## config.mk

```make
export PLATFORM = sky130hd
export DESIGN_NAME = led_status_breathing_sequencer
export DESIGN_NICKNAME = d
export VERILOG_FILES = /design/src/hw/rtl/lsbs_pkg.sv /design/src/hw/rtl/led_status_breathing_sequencer.sv /design/src/hw/rtl/lsbs_front.sv /design/src/hw/rtl/lsbs_queue.sv /design/src/hw/rtl/lsbs_back.sv
export SDC_FILE = /design/constraint.sdc
export NUM_CORES = 1
export LEC_CHECK = 0
export BUFFER_PORTS_ARGS = -buffer_cell sky130_fd_sc_hd__buf_2
export CAP_MARGIN = 10
export CORE_UTILIZATION = 65
export DETAILED_ROUTE_END_ITERATION = 7
export GPL_TIMING_DRIVEN = 0
export PLACE_DENSITY_LB_ADDON = 0.1
export SYNTH_ARGS = -nofsm -noshare
export SYNTH_HDL_FRONTEND = slang
export SYNTH_HIERARCHICAL = 1
export SYNTH_SLANG_ARGS = --single-unit
```

## constraint.sdc

```tcl
create_clock -name clock -period 7.24 [get_ports clock]
set_input_delay 0 -clock clock [delete_from_list [all_inputs] [get_ports clock]]
set_output_delay 0 -clock clock [all_outputs]
set_load 0.02 [all_outputs]
```

## src/hw/rtl/lsbs_pkg.sv

```systemverilog
`timescale 1ns / 1ps
package lsbs_pkg;

   localparam int LED_LANES   = 3;
   localparam int KIND_W      = 3;
   localparam int LEVEL_W     = 7;
   localparam int ATTR_W      = 8;
   localparam int VALUE_W     = 16;
   localparam int BRIGHT_W    = 8;
   localparam int MODE_W      = 2;
   localparam int PERIOD_W    = 5;
   localparam int STEP_W      = 9;
   localparam int FOLLOW_W    = 2;
   localparam int CSR_INDEX_W = 3;
   localparam int CSR_DATA_W  = 16;
   localparam int QUEUE_DEPTH = 2;
   localparam int QPTR_W      = $clog2(QUEUE_DEPTH);
   localparam int QCNT_W      = $clog2(QUEUE_DEPTH + 1);

   localparam logic [KIND_W-1:0] KIND_TICK      = 3'd0;
   localparam logic [KIND_W-1:0] KIND_SHOW_BATT = 3'd1;
   localparam logic [KIND_W-1:0] KIND_SHOW_CONN = 3'd2;
   localparam logic [KIND_W-1:0] KIND_ATTR      = 3'd3;
   localparam logic [KIND_W-1:0] KIND_CHARGER   = 3'd4;
   localparam logic [KIND_W-1:0] KIND_LEVEL     = 3'd5;

   localparam logic [ATTR_W-1:0] ATTR_CPI   = 8'd0;
   localparam logic [ATTR_W-1:0] ATTR_POWER = 8'd1;

   localparam logic [CSR_INDEX_W-1:0] CSR_BATTERY_HIGH   = 3'd0;
   localparam logic [CSR_INDEX_W-1:0] CSR_BATTERY_MID    = 3'd1;
   localparam logic [CSR_INDEX_W-1:0] CSR_BATTERY_LOW    = 3'd2;
   localparam logic [CSR_INDEX_W-1:0] CSR_CPI_ULTRA      = 3'd3;
   localparam logic [CSR_INDEX_W-1:0] CSR_CPI_HIGH       = 3'd4;
   localparam logic [CSR_INDEX_W-1:0] CSR_CPI_MID        = 3'd5;
   localparam logic [CSR_INDEX_W-1:0] CSR_BRIGHTNESS_MAX = 3'd6;

   localparam logic [MODE_W-1:0] MODE_IDLE       = 2'd0;
   localparam logic [MODE_W-1:0] MODE_CHARGING   = 2'd1;
   localparam logic [MODE_W-1:0] MODE_DISCHARGED = 2'd2;

   localparam logic [FOLLOW_W-1:0] FOLLOW_NONE       = 2'd0;
   localparam logic [FOLLOW_W-1:0] FOLLOW_CHARGING   = 2'd1;
   localparam logic [FOLLOW_W-1:0] FOLLOW_DISCHARGED = 2'd2;

   localparam logic [LED_LANES-1:0] MASK_NONE  = 3'b000;
   localparam logic [LED_LANES-1:0] MASK_001   = 3'b001;
   localparam logic [LED_LANES-1:0] MASK_010   = 3'b010;
   localparam logic [LED_LANES-1:0] MASK_011   = 3'b011;
   localparam logic [LED_LANES-1:0] MASK_100   = 3'b100;
   localparam logic [LED_LANES-1:0] MASK_101   = 3'b101;
   localparam logic [LED_LANES-1:0] MASK_ALL   = 3'b111;

   localparam logic [PERIOD_W-1:0] CHG_PERIOD  = 5'd20;
   localparam logic [PERIOD_W-1:0] DIS_PERIOD  = 5'd5;
   localparam logic [PERIOD_W-1:0] SHOW_PERIOD = 5'd5;
   localparam logic [PERIOD_W-1:0] PWR_PERIOD  = 5'd3;

   localparam logic [LEVEL_W-1:0]  BATT_HIGH_RESET = 7'd80;
   localparam logic [LEVEL_W-1:0]  BATT_MID_RESET  = 7'd50;
   localparam logic [LEVEL_W-1:0]  BATT_LOW_RESET  = 7'd20;
   localparam logic [VALUE_W-1:0]  CPI_ULTRA_RESET = 16'd3200;
   localparam logic [VALUE_W-1:0]  CPI_HIGH_RESET  = 16'd1600;
   localparam logic [VALUE_W-1:0]  CPI_MID_RESET   = 16'd800;
   localparam logic [BRIGHT_W-1:0] BRIGHT_RESET    = 8'd100;

   // classified item passed from front to back
   typedef struct packed {
      logic [KIND_W-1:0]    kind;
      logic [LED_LANES-1:0] start_mask;
      logic [PERIOD_W-1:0]  start_period;
      logic                 queue_ramp;
      logic [LED_LANES-1:0] queue_mask;
      logic                 level_low;
      logic                 charging;
   } item_type;

endpackage

```

## src/hw/rtl/led_status_breathing_sequencer.sv

```systemverilog
`timescale 1ns / 1ps
// an item is held in a slot of the front-to-back queue and then in the back end's output
// register before its result is on rsp; a stall on rsp can keep it waiting in the queue
// throughput: one item per cycle while rsp_ready is high, set by the back end's state update
// a two-entry queue between front and back keeps req_ready high while rsp stalls briefly
// reset (synchronous, active high) clears mode, ramp and queue, and loads the
// default thresholds and peak brightness
module led_status_breathing_sequencer
   import lsbs_pkg::*;
(
   input  logic                   clock,
   input  logic                   reset,
   input  logic                   csr_valid,
   output logic                   csr_ready,
   input  logic [CSR_INDEX_W-1:0] csr_index,
   input  logic [CSR_DATA_W-1:0]  csr_data,
   input  logic                   req_valid,
   output logic                   req_ready,
   input  logic [KIND_W-1:0]      req_kind,
   input  logic [LEVEL_W-1:0]     req_level,
   input  logic [ATTR_W-1:0]      req_attr,
   input  logic [VALUE_W-1:0]     req_value,
   input  logic                   req_charging,
   output logic                   rsp_valid,
   input  logic                   rsp_ready,
   output logic [BRIGHT_W-1:0]    rsp_led_a,
   output logic [BRIGHT_W-1:0]    rsp_led_b,
   output logic [BRIGHT_W-1:0]    rsp_led_c,
   output logic                   rsp_ldo_enable,
   output logic [MODE_W-1:0]      rsp_mode,
   output logic                   rsp_busy_res
);

   logic                queue_full, queue_empty;
   logic                push, pop;
   item_type            push_item, pop_item;
   logic [BRIGHT_W-1:0] brightness_max;

   lsbs_front u_front (
      .clock          (clock),
      .reset          (reset),
      .csr_valid      (csr_valid),
      .csr_ready      (csr_ready),
      .csr_index      (csr_index),
      .csr_data       (csr_data),
      .req_valid      (req_valid),
      .req_ready      (req_ready),
      .req_kind       (req_kind),
      .req_level      (req_level),
      .req_attr       (req_attr),
      .req_value      (req_value),
      .req_charging   (req_charging),
      .queue_full     (queue_full),
      .push           (push),
      .push_item      (push_item),
      .brightness_max (brightness_max)
   );

   lsbs_queue u_queue (
      .clock     (clock),
      .reset     (reset),
      .push      (push),
      .push_item (push_item),
      .full      (queue_full),
      .pop       (pop),
      .empty     (queue_empty),
      .pop_item  (pop_item)
   );

   lsbs_back u_back (
      .clock          (clock),
      .reset          (reset),
      .queue_empty    (queue_empty),
      .pop            (pop),
      .pop_item       (pop_item),
      .brightness_max (brightness_max),
      .rsp_valid      (rsp_valid),
      .rsp_ready      (rsp_ready),
      .rsp_led_a      (rsp_led_a),
      .rsp_led_b      (rsp_led_b),
      .rsp_led_c      (rsp_led_c),
      .rsp_ldo_enable (rsp_ldo_enable),
      .rsp_mode       (rsp_mode),
      .rsp_busy_res   (rsp_busy_res)
   );

endmodule

```

## src/hw/rtl/lsbs_front.sv

```systemverilog
`timescale 1ns / 1ps
module lsbs_front
   import lsbs_pkg::*;
(
   input  logic                   clock,
   input  logic                   reset,
   input  logic                   csr_valid,
   output logic                   csr_ready,
   input  logic [CSR_INDEX_W-1:0] csr_index,
   input  logic [CSR_DATA_W-1:0]  csr_data,
   input  logic                   req_valid,
   output logic                   req_ready,
   input  logic [KIND_W-1:0]      req_kind,
   input  logic [LEVEL_W-1:0]     req_level,
   input  logic [ATTR_W-1:0]      req_attr,
   input  logic [VALUE_W-1:0]     req_value,
   input  logic                   req_charging,
   input  logic                   queue_full,
   output logic                   push,
   output item_type               push_item,
   output logic [BRIGHT_W-1:0]    brightness_max
);

   logic [LEVEL_W-1:0]  batt_high_ff, batt_mid_ff, batt_low_ff;
   logic [VALUE_W-1:0]  cpi_ultra_ff, cpi_high_ff, cpi_mid_ff;
   logic [BRIGHT_W-1:0] bright_max_ff;

   assign csr_ready      = 1'b1;
   assign brightness_max = bright_max_ff;

   always_ff @(posedge clock) begin
      if (reset) begin
         batt_high_ff  <= BATT_HIGH_RESET;
         batt_mid_ff   <= BATT_MID_RESET;
         batt_low_ff   <= BATT_LOW_RESET;
         cpi_ultra_ff  <= CPI_ULTRA_RESET;
         cpi_high_ff   <= CPI_HIGH_RESET;
         cpi_mid_ff    <= CPI_MID_RESET;
         bright_max_ff <= BRIGHT_RESET;
      end else if (csr_valid) begin
         case (csr_index)
            CSR_BATTERY_HIGH:   batt_high_ff  <= csr_data[LEVEL_W-1:0];
            CSR_BATTERY_MID:    batt_mid_ff   <= csr_data[LEVEL_W-1:0];
            CSR_BATTERY_LOW:    batt_low_ff   <= csr_data[LEVEL_W-1:0];
            CSR_CPI_ULTRA:      cpi_ultra_ff  <= csr_data;
            CSR_CPI_HIGH:       cpi_high_ff   <= csr_data;
            CSR_CPI_MID:        cpi_mid_ff    <= csr_data;
            CSR_BRIGHTNESS_MAX: bright_max_ff <= csr_data[BRIGHT_W-1:0];
            default: ;
         endcase
      end
   end

   assign req_ready = !queue_full;
   assign push      = req_valid && !queue_full;

   always_comb begin
      push_item              = '0;
      push_item.kind         = req_kind;
      push_item.charging     = req_charging;
      push_item.level_low    = (req_level <= batt_low_ff);
      push_item.start_period = SHOW_PERIOD;
      unique case (req_kind)
         KIND_SHOW_BATT, KIND_SHOW_CONN: begin
            priority if (req_level > batt_high_ff) push_item.start_mask = MASK_010;
            else if (req_level > batt_mid_ff)      push_item.start_mask = MASK_011;
            else if (req_level > batt_low_ff)      push_item.start_mask = MASK_001;
            else                                   push_item.start_mask = MASK_NONE;
         end
         KIND_ATTR: begin
            if (req_attr == ATTR_CPI) begin
               priority if (req_value > cpi_ultra_ff) push_item.start_mask = MASK_101;
               else if (req_value > cpi_high_ff)      push_item.start_mask = MASK_010;
               else if (req_value > cpi_mid_ff)       push_item.start_mask = MASK_011;
               else                                   push_item.start_mask = MASK_001;
            end else if (req_attr == ATTR_POWER) begin
               // all-led prefix, then the power mode band
               push_item.start_mask   = MASK_ALL;
               push_item.start_period = PWR_PERIOD;
               push_item.queue_ramp   = 1'b1;
               priority if (req_value == 16'd0) push_item.queue_mask = MASK_101;
               else if (req_value == 16'd1)     push_item.queue_mask = MASK_011;
               else if (req_value == 16'd2)     push_item.queue_mask = MASK_100;
               else                             push_item.queue_mask = MASK_001;
            end
         end
         default: ;
      endcase
   end

endmodule

```

## src/hw/rtl/lsbs_queue.sv

```systemverilog
`timescale 1ns / 1ps
module lsbs_queue
   import lsbs_pkg::*;
(
   input  logic     clock,
   input  logic     reset,
   input  logic     push,
   input  item_type push_item,
   output logic     full,
   input  logic     pop,
   output logic     empty,
   output item_type pop_item
);

   item_type          slot_ff [QUEUE_DEPTH];
   logic [QPTR_W-1:0] wr_ptr_ff, wr_ptr_in;
   logic [QPTR_W-1:0] rd_ptr_ff, rd_ptr_in;
   logic [QCNT_W-1:0] count_ff, count_in;

   assign full     = (count_ff == QCNT_W'(QUEUE_DEPTH));
   assign empty    = (count_ff == '0);
   assign pop_item = slot_ff[rd_ptr_ff];

   always_comb begin
      wr_ptr_in = wr_ptr_ff;
      rd_ptr_in = rd_ptr_ff;
      count_in  = count_ff;
      if (push) begin
         wr_ptr_in = (wr_ptr_ff == QPTR_W'(QUEUE_DEPTH - 1)) ? '0 : wr_ptr_ff + 1'b1;
      end
      if (pop) begin
         rd_ptr_in = (rd_ptr_ff == QPTR_W'(QUEUE_DEPTH - 1)) ? '0 : rd_ptr_ff + 1'b1;
      end
      if (push && !pop) begin
         count_in = count_ff + 1'b1;
      end else if (pop && !push) begin
         count_in = count_ff - 1'b1;
      end
   end

   always_ff @(posedge clock) begin
      if (reset) begin
         wr_ptr_ff <= '0;
         rd_ptr_ff <= '0;
         count_ff  <= '0;
      end else begin
         wr_ptr_ff <= wr_ptr_in;
         rd_ptr_ff <= rd_ptr_in;
         count_ff  <= count_in;
      end
   end

   always_ff @(posedge clock) begin
      if (push) begin
         slot_ff[wr_ptr_ff] <= push_item;
      end
   end

endmodule

```

## src/hw/rtl/lsbs_back.sv

```systemverilog
`timescale 1ns / 1ps
module lsbs_back
   import lsbs_pkg::*;
(
   input  logic                clock,
   input  logic                reset,
   input  logic                queue_empty,
   output logic                pop,
   input  item_type            pop_item,
   input  logic [BRIGHT_W-1:0] brightness_max,
   output logic                rsp_valid,
   input  logic                rsp_ready,
   output logic [BRIGHT_W-1:0] rsp_led_a,
   output logic [BRIGHT_W-1:0] rsp_led_b,
   output logic [BRIGHT_W-1:0] rsp_led_c,
   output logic                rsp_ldo_enable,
   output logic [MODE_W-1:0]   rsp_mode,
   output logic                rsp_busy_res
);

   typedef struct packed {
      logic [MODE_W-1:0]    cur_mode;
      logic [LED_LANES-1:0] ramp_mask;
      logic [PERIOD_W-1:0]  ramp_period;
      logic [STEP_W-1:0]    ramp_step;
      logic [PERIOD_W-1:0]  tick_count;
      logic [LED_LANES-1:0] queued_mask;
      logic                 queued_valid;
      logic [FOLLOW_W-1:0]  follow_up;
      logic                 active;
   } state_type;

   function automatic state_type start_ramp(state_type s, logic [LED_LANES-1:0] m,
                                            logic [PERIOD_W-1:0] p);
      state_type r;
      r             = s;
      r.ramp_mask   = m;
      r.ramp_period = p;
      r.ramp_step   = '0;
      r.tick_count  = '0;
      r.active      = 1'b1;
      return r;
   endfunction

   function automatic state_type begin_follow(state_type s);
      state_type r;
      r = s;
      priority if (s.queued_valid) begin
         r.queued_valid = 1'b0;
         r = start_ramp(r, s.queued_mask, PWR_PERIOD);
      end else if (s.follow_up == FOLLOW_CHARGING) begin
         r.cur_mode = MODE_CHARGING;
         r = start_ramp(r, MASK_011, CHG_PERIOD);
      end else if (s.follow_up == FOLLOW_DISCHARGED) begin
         r.cur_mode = MODE_DISCHARGED;
         r = start_ramp(r, MASK_001, DIS_PERIOD);
      end else begin
         r.active     = 1'b0;
         r.ramp_mask  = MASK_NONE;
         r.ramp_step  = '0;
         r.tick_count = '0;
      end
      return r;
   endfunction

   function automatic state_type cancel(state_type s);
      state_type r;
      r              = s;
      r.queued_valid = 1'b0;
      r.active       = 1'b0;
      r.ramp_mask    = MASK_NONE;
      return r;
   endfunction

   function automatic logic [FOLLOW_W-1:0] follow_from_mode(logic [MODE_W-1:0] m);
      logic [FOLLOW_W-1:0] f;
      f = FOLLOW_NONE;
      if (m == MODE_CHARGING) f = FOLLOW_CHARGING;
      else if (m == MODE_DISCHARGED) f = FOLLOW_DISCHARGED;
      return f;
   endfunction

   state_type             st_ff, st_in;
   logic                  rsp_valid_ff, rsp_valid_in;
   logic [BRIGHT_W-1:0]   led_ff [LED_LANES];
   logic [BRIGHT_W-1:0]   led_in [LED_LANES];
   logic [MODE_W-1:0]     mode_ff;
   logic                  active_ff;

   logic [PERIOD_W-1:0]   per;
   logic [PERIOD_W:0]     tick_inc;
   logic [STEP_W-1:0]     last;
   logic [STEP_W-1:0]     bright;
   logic                  mode_free;

   assign pop       = !queue_empty && (!rsp_valid_ff || rsp_ready);
   assign last      = {brightness_max, 1'b0};
   assign per       = (st_ff.ramp_period == '0) ? PERIOD_W'(1) : st_ff.ramp_period;
   assign tick_inc  = {1'b0, st_ff.tick_count} + 1'b1;
   assign mode_free = (st_ff.cur_mode != MODE_CHARGING) && (st_ff.cur_mode != MODE_DISCHARGED);

   always_comb begin
      st_in = st_ff;
      unique case (pop_item.kind)
         KIND_TICK: begin
            if (st_ff.active) begin
               if (tick_inc >= {1'b0, per}) begin
                  st_in.tick_count = '0;
                  if (st_ff.ramp_step >= last) st_in = begin_follow(st_in);
                  else st_in.ramp_step = st_ff.ramp_step + 1'b1;
               end else begin
                  st_in.tick_count = tick_inc[PERIOD_W-1:0];
               end
            end
         end
         KIND_SHOW_BATT, KIND_SHOW_CONN, KIND_ATTR: begin
            st_in           = cancel(st_in);
            st_in.follow_up = follow_from_mode(st_ff.cur_mode);
            // low-level rule applies to battery and connection shows, not to attribute shows
            if (pop_item.kind != KIND_ATTR && mode_free && pop_item.level_low) begin
               st_in.follow_up = FOLLOW_DISCHARGED;
            end
            if (pop_item.start_mask != MASK_NONE) begin
               st_in = start_ramp(st_in, pop_item.start_mask, pop_item.start_period);
               if (pop_item.queue_ramp) begin
                  st_in.queued_mask  = pop_item.queue_mask;
                  st_in.queued_valid = 1'b1;
               end
            end else begin
               st_in = begin_follow(st_in);
            end
         end
         KIND_CHARGER: begin
            st_in = cancel(st_in);
            if (pop_item.charging) begin
               st_in.cur_mode  = MODE_CHARGING;
               st_in.follow_up = FOLLOW_CHARGING;
               st_in = start_ramp(st_in, MASK_011, CHG_PERIOD);
            end else begin
               st_in.cur_mode   = MODE_IDLE;
               st_in.follow_up  = FOLLOW_NONE;
               st_in.ramp_step  = '0;
               st_in.tick_count = '0;
            end
         end
         KIND_LEVEL: begin
            if (mode_free && pop_item.level_low) begin
               st_in           = cancel(st_in);
               st_in.cur_mode  = MODE_DISCHARGED;
               st_in.follow_up = FOLLOW_DISCHARGED;
               st_in = start_ramp(st_in, MASK_001, DIS_PERIOD);
            end
         end
         default: ;
      endcase
   end

   // brightness from the updated ramp position
   always_comb begin
      bright = '0;
      if (st_in.active && st_in.ramp_step <= last) begin
         bright = (st_in.ramp_step <= {1'b0, brightness_max}) ? st_in.ramp_step
                                                               : last - st_in.ramp_step;
      end
      for (int i = 0; i < LED_LANES; i++) begin
         led_in[i] = (st_in.active && st_in.ramp_mask[i]) ? bright[BRIGHT_W-1:0] : '0;
      end
   end

   assign rsp_valid_in = pop || (rsp_valid_ff && !rsp_ready);

   always_ff @(posedge clock) begin
      if (reset) begin
         st_ff        <= '0;
         rsp_valid_ff <= 1'b0;
      end else begin
         rsp_valid_ff <= rsp_valid_in;
         if (pop) begin
            st_ff <= st_in;
         end
      end
   end

   always_ff @(posedge clock) begin
      if (pop) begin
         for (int i = 0; i < LED_LANES; i++) begin
            led_ff[i] <= led_in[i];
         end
         mode_ff   <= st_in.cur_mode;
         active_ff <= st_in.active;
      end
   end

   assign rsp_valid      = rsp_valid_ff;
   assign rsp_led_a      = led_ff[0];
   assign rsp_led_b      = led_ff[1];
   assign rsp_led_c      = led_ff[2];
   assign rsp_ldo_enable = active_ff;
   assign rsp_busy_res   = active_ff;
   assign rsp_mode       = mode_ff;

endmodule

```

# [Word-level counts from Yosys, hierarchy flattened]
# Memories as Yosys holds them, arrays and structs flattened. A register that Yosys moved wholly into a read port is not among the register bits.
# Index checks and enable logic that the tools add are counted.
[word_totals] register_bits=116 mem_bits_rw=58 output_inout_bits=31 wordCells=183 n_memories=2
[memory_table] memory="u_queue.slot_ff" depth=2 word_bits=17 read_ports=1 rd_clocked_by_memory_dff=1 wr=1 line="lsbs_queue.sv:15" rtl="item_type slot_ff [QUEUE_DEPTH];"
[memory_table] memory="u_back.led_ff" depth=3 word_bits=8 read_ports=3 rd_clocked_by_memory_dff=0 wr=3 line="lsbs_back.sv:85" rtl="logic [BRIGHT_W-1:0] led_ff [LED_LANES];"
[classes] n_addsub=7 n_lt_le_gt_ge=11 n_eq_ne=34 n_mux=59 bitwise=3 reduce_logical=45
[ops] op="31-bit two-way mux" n=6
[ops] op="31-bit one-hot mux with 4 select lines" n=1
[ops] op="16-bit > comparator" n=3
[ops] op="8-bit two-way mux" n=5
[ops] op="9-bit two-way mux" n=3
[ops] op="12-bit two-way mux" n=2
[ops] op="7-bit > comparator" n=3
[ops] op="3-bit two-way mux" n=7
[ops] op="2-bit two-way mux" n=10
[ops] op="5-bit two-way mux" n=4
[ops] op="19-bit two-way mux" n=1
[ops] op="3-bit by 2-bit == test with 1-bit output (second input constant)" n=6
[ops] op="16-bit by 1-bit == test with 1-bit output (second input constant)" n=1
[ops] op="16-bit by 2-bit == test with 1-bit output (second input constant)" n=1
[ops] op="16-bit zero test" n=1
[ops] op="3-bit == test (second input constant)" n=5
[ops] op="1-bit two-way mux" n=15
[ops] op="7-bit two-way mux" n=2
[ops] op="2-bit AND reduction" n=7
[ops] op="1-bit logical AND" n=13
[ops] op="10-bit two-way mux" n=1
[ops] op="2-bit by 1-bit inequality test with 1-bit output (second input constant)" n=5
[ops] op="9-bit by 1-bit adder with 9-bit output (second input constant)" n=1
[ops] op="3-bit by 1-bit == test with 1-bit output (second input constant)" n=3
[ops] op="34 further kinds" n=53

# [Logic depth before layout (Yosys ltp)]
[depth] depth_word=15 ltp_mapped=22

# [By module]
# Netlist, hierarchy kept.
[by_module_without_submodules] mod="lsbs_front" instances=1 cells_per_inst=608 area_per_inst_um2=4730.8 seq_area_each_um2=1541.5
[by_module_without_submodules] mod="lsbs_back" instances=1 cells_per_inst=562 area_per_inst_um2=4599.4 seq_area_each_um2=1451.4
[by_module_without_submodules] mod="lsbs_queue" instances=1 cells_per_inst=75 area_per_inst_um2=1432.6 seq_area_each_um2=1121.1

# [Worst setup path before layout]
# No wires, ideal clock.
[synth_path] path_kind="reg2reg" start="register (tool-made name)" end="memory u_back.led_ff[2][1], in the netlist u_back/led_ff[0][17] (data pin)" arrival_time_ps=3823 t_required_ps=6979 slack_ps=3156 stages_incl_launch_ff=18 n_path_buf=4 period_less_slack_ps=4084 path_cell_list="dfxtp_1 > buf_2 > buf_4 > mux2_2 > buf_2 > or2_2 > nor2_2 > clkbuf_1 > nand3_1 > a31oi_1 > ha_1 > nor2b_1 > o31ai_1 > a21oi_1 > a41o_1 > nor2_4 > mux2i_1 > nor2_1"
[synth_rtl] item="end, declared" line="lsbs_back.sv:85"

==> metrics.yaml <==
outcome:
  outcome: "complete, no violations"
sta:
  max_freq_mhz: 190
  slew_violations: 0
  rsz0062_at_grt: "false"
  hold_violations: 0
  setup_viol_count_final: 0
  setup_slack_ns: 1.97
  whs_ns: 0.0300
  skew_ns: 0.0110
  finalCritPeriodShare_pct: 72.8
  tightestPinTransition_ns: 0.933
  min_period_ns: 5.27
  slew_headroom_pct: 37.8
  final.setup.tns_ns: 0
global_routing:
  grt_use_total_pct: 33.0
  grt_overflow: 0
  grt_pass1_vias: 8879
  grt_pass1_wl_mm: 43.1
  antenna_found_initial: 0
  grt_start_max_net_pins: 39
synthesis:
  synth_seq_area_share_pct: 38.2
  synth_top_cell_by_area: "dfxtp_1"
  synth.ff_latch_count: 175
  synth_edf_count: 61
  synth_compound_area_share_pct: 17.4
  yosysMostFrequentCell: "nand2_1"
  synthFlopType: "dfxtp_1"
  synthSimpleGateAreaFrac_pct: 20.4
  synth_area_um2: 10800
  avgSynthCellArea_um2: 8.64
  yosys-top-cells-area: "dfxtp_1 (21%), edfxtp_1 (17%), ha_1 (13%)"
  synthArstFlopShare_pct: 0
  yosysWarnings: 6
  synth_top_family_by_area: "simple AND/OR/NAND/NOR gates"
  synth.distinct_cells: 79
  syn_inst: 1245
  synth_mux_area_share_pct: 3.36
  yosys.area_share.adder_pct: 13.3
  synth_top_area_share_pct: 21.2
  synth_xor_area_share_pct: 0.977
  yosys-top-cells-count: "nand2_1 (166), a21oi_1 (134), dfxtp_1 (114), ha_1 (113), inv_1 (100)"
route:
  met3_length_mm: 1.79
  firstDrtPassIters: 8
  ant_nets: 0
  wire_per_inst_um: 16.7
  dr_total_vias: 9545
  route.met2.wl_mm: 12.7
  wl_met1_mm: 11.4
  via_per_inst: 5.94
  routed_wl_mm: 26.8
  drcViolationCount: 0
  highest_layer: "met4"
  first_iter_violations: 918
setup_path:
  crit_type: "reg2reg"
  crit_path_top_delay_cell: "a31oi_1"
  max_stage_delay_ns: 0.61
  crit_fanout: 10
  cp.arrival_ns: 5.45
  worstPathRequired_ns: 7.42
  end_kind: "flip-flop"
  critPathLaunchType: "flip-flop"
  crit_top_cell: "buf_2"
  crit_chain: "buf_2 -> buf_4 -> mux2_2 -> buf_2 -> or2_2 -> nor2_2 -> clkbuf_1 -> nand3_1 -> a31oi_1 -> ha_1 -> nor2b_1 -> o31ai_1 -> a21oi_1 -> a41oi_2 -> nand2_1 -> o21ai_0 -> nor2_1"
clock_tree:
  clk_pin_slew_ns: 0.07
  postCtsHoldBufs: 24
  root_buffer: "clkbuf_16"
  cts_max_path_buffers: 2
  cts_made_buffers: 17
  cts_max_level: 4
  cts_tree: "done"
  cts_setup_buffers: 0
  cts_sinks: 175
  clock_latency_ns: 0.44
  cts-resized-gates: 0
final_layout:
  instances_no_fill: 1607
  area_delta_synth_final_pct: 14.3
  nets: 1551
  drive_gt1_share_pct: 13.7
  final_area_um2: 12300
  n_fill_cell: 1194
  diodes: 0
hold_path:
  hold_class: "in2reg"
  hold_path.startpoint: "csr_index[0]"
floorplan:
  die_h_um: 131
  die_area_um2: 17100
  coreArea_um2: 16000
  ios: 90
  dieWidth_um: 131
  rows: 46
  start_util_pct: 67.3
power:
  vdd_drop_max_v: 0.000238
  powerDensity_nw_per_um2: 259
  p_leak_nw: 5.04
placement:
  pre_cts_ws_ns: 2.09
  dpl_cell_area_um2: 11500
  dp_cells: 1551
  gp_congestion: 0.947
  dp_hpwl_mm: 19.8
  port_buffers: 87
run:
  cap_violations: 0
[report_power, final]
group	total (W)	switching [W]	internal, W
combinational	0.00105	0.000688	0.000361
sequential	0.00124	0.0000575	0.00119
clock	0.000889	0.000432	0.000457
[logic make-up after synthesis]
| logic type | count (synthesis) |
|---|---|
| XOR/XNOR | 12 |
| other | 2 |
| buffers and inverters | 159 |
| AND/OR/NAND/NOR | 453 |
| flip-flops | 175 |
| multiplexers | 34 |
| AO/OA/AOI/OAI | 296 |
| adder cells (fa/ha/maj) | 114 |
[cell usage in the layout (no fill, tap or decap), drive strengths merged, types with 18 or more instances in the layout]
cell and count:
nand2 166, inv 109, clkbuf 52, a21oi 134, nor2b 22, dfxtp 114, edfxtp 61, nand3 36
dlygate4sd3 24, o21ai 55, nand4 18, ha 113, nor3 21, buf 112, nor2 100
[path summary, 6_finish.rpt]
check / endpoint / slack, ns / cells past startpoint
min: u_front/cpi_high_ff[1] / 0.03 / 4
max reg2reg: u_back/led_ff[0][20] / 1.97 / 17
max: u_back/led_ff[0][20] / 1.97 / 17
min reg2reg: u_back/st_ff[6] / 0.46 / 2
[layout make-up]
type                       count  area (um2)  share of cell area, %
timing repair buffer         112         687                   5.59
tap                          216         270                   2.20
multi-input combinational    913        5980                   48.7
clock buffer                  17         425                   3.46
inverter                     100         375                   3.05
clock inverter                15         144                   1.17
sequential                   175        4110                   33.5
buffer                        59         299                   2.43
[metal layers]
| metal | up-vias | track usage, % |
|---|---|---|
| li1 | 4657 | - |
| met1 | 4408 | 40.5 |
| met2 | 404 | 55.6 |
| met3 | 76 | 6.64 |
| met4 | 0 | 15.5 |
| met5 | - | 0 |
[critical path: cells and delay by family, from the launching register on]
kind                       cells  cell delay, ns
buffers and inverters          4            1.08
muxes                          1            0.39
and+or+nand+nor                6            1.21
DFF                            1            0.31
AOI/OAI and AO/OA              5            1.62
adders and majority gates      1            0.37
[registers in the layout, summed over array words and instances (netlist names), 7 cells and up, named ones only]
signal / count
u_back/st_ff: 31
u_back/led_ff: 24
u_front/cpi_ultra_ff: 16
u_front/cpi_mid_ff: 16
u_front/brightness_max: 8
u_front/batt_high_ff: 7
u_front/batt_low_ff: 7
u_front/batt_mid_ff: 7
u_front/cpi_high_ff: 16
u_queue/slot_ff: 34
[through the flow]
step	power (W)	utilization (%)
after floorplan	0.00197	-
after global placement	0.00226	71.7
after detailed placement	0.00228	71.8
after CTS	0.00318	76.9
after global routing	0.00335	76.9
final	0.00318	76.9
(Power assumes the default switching activity.)
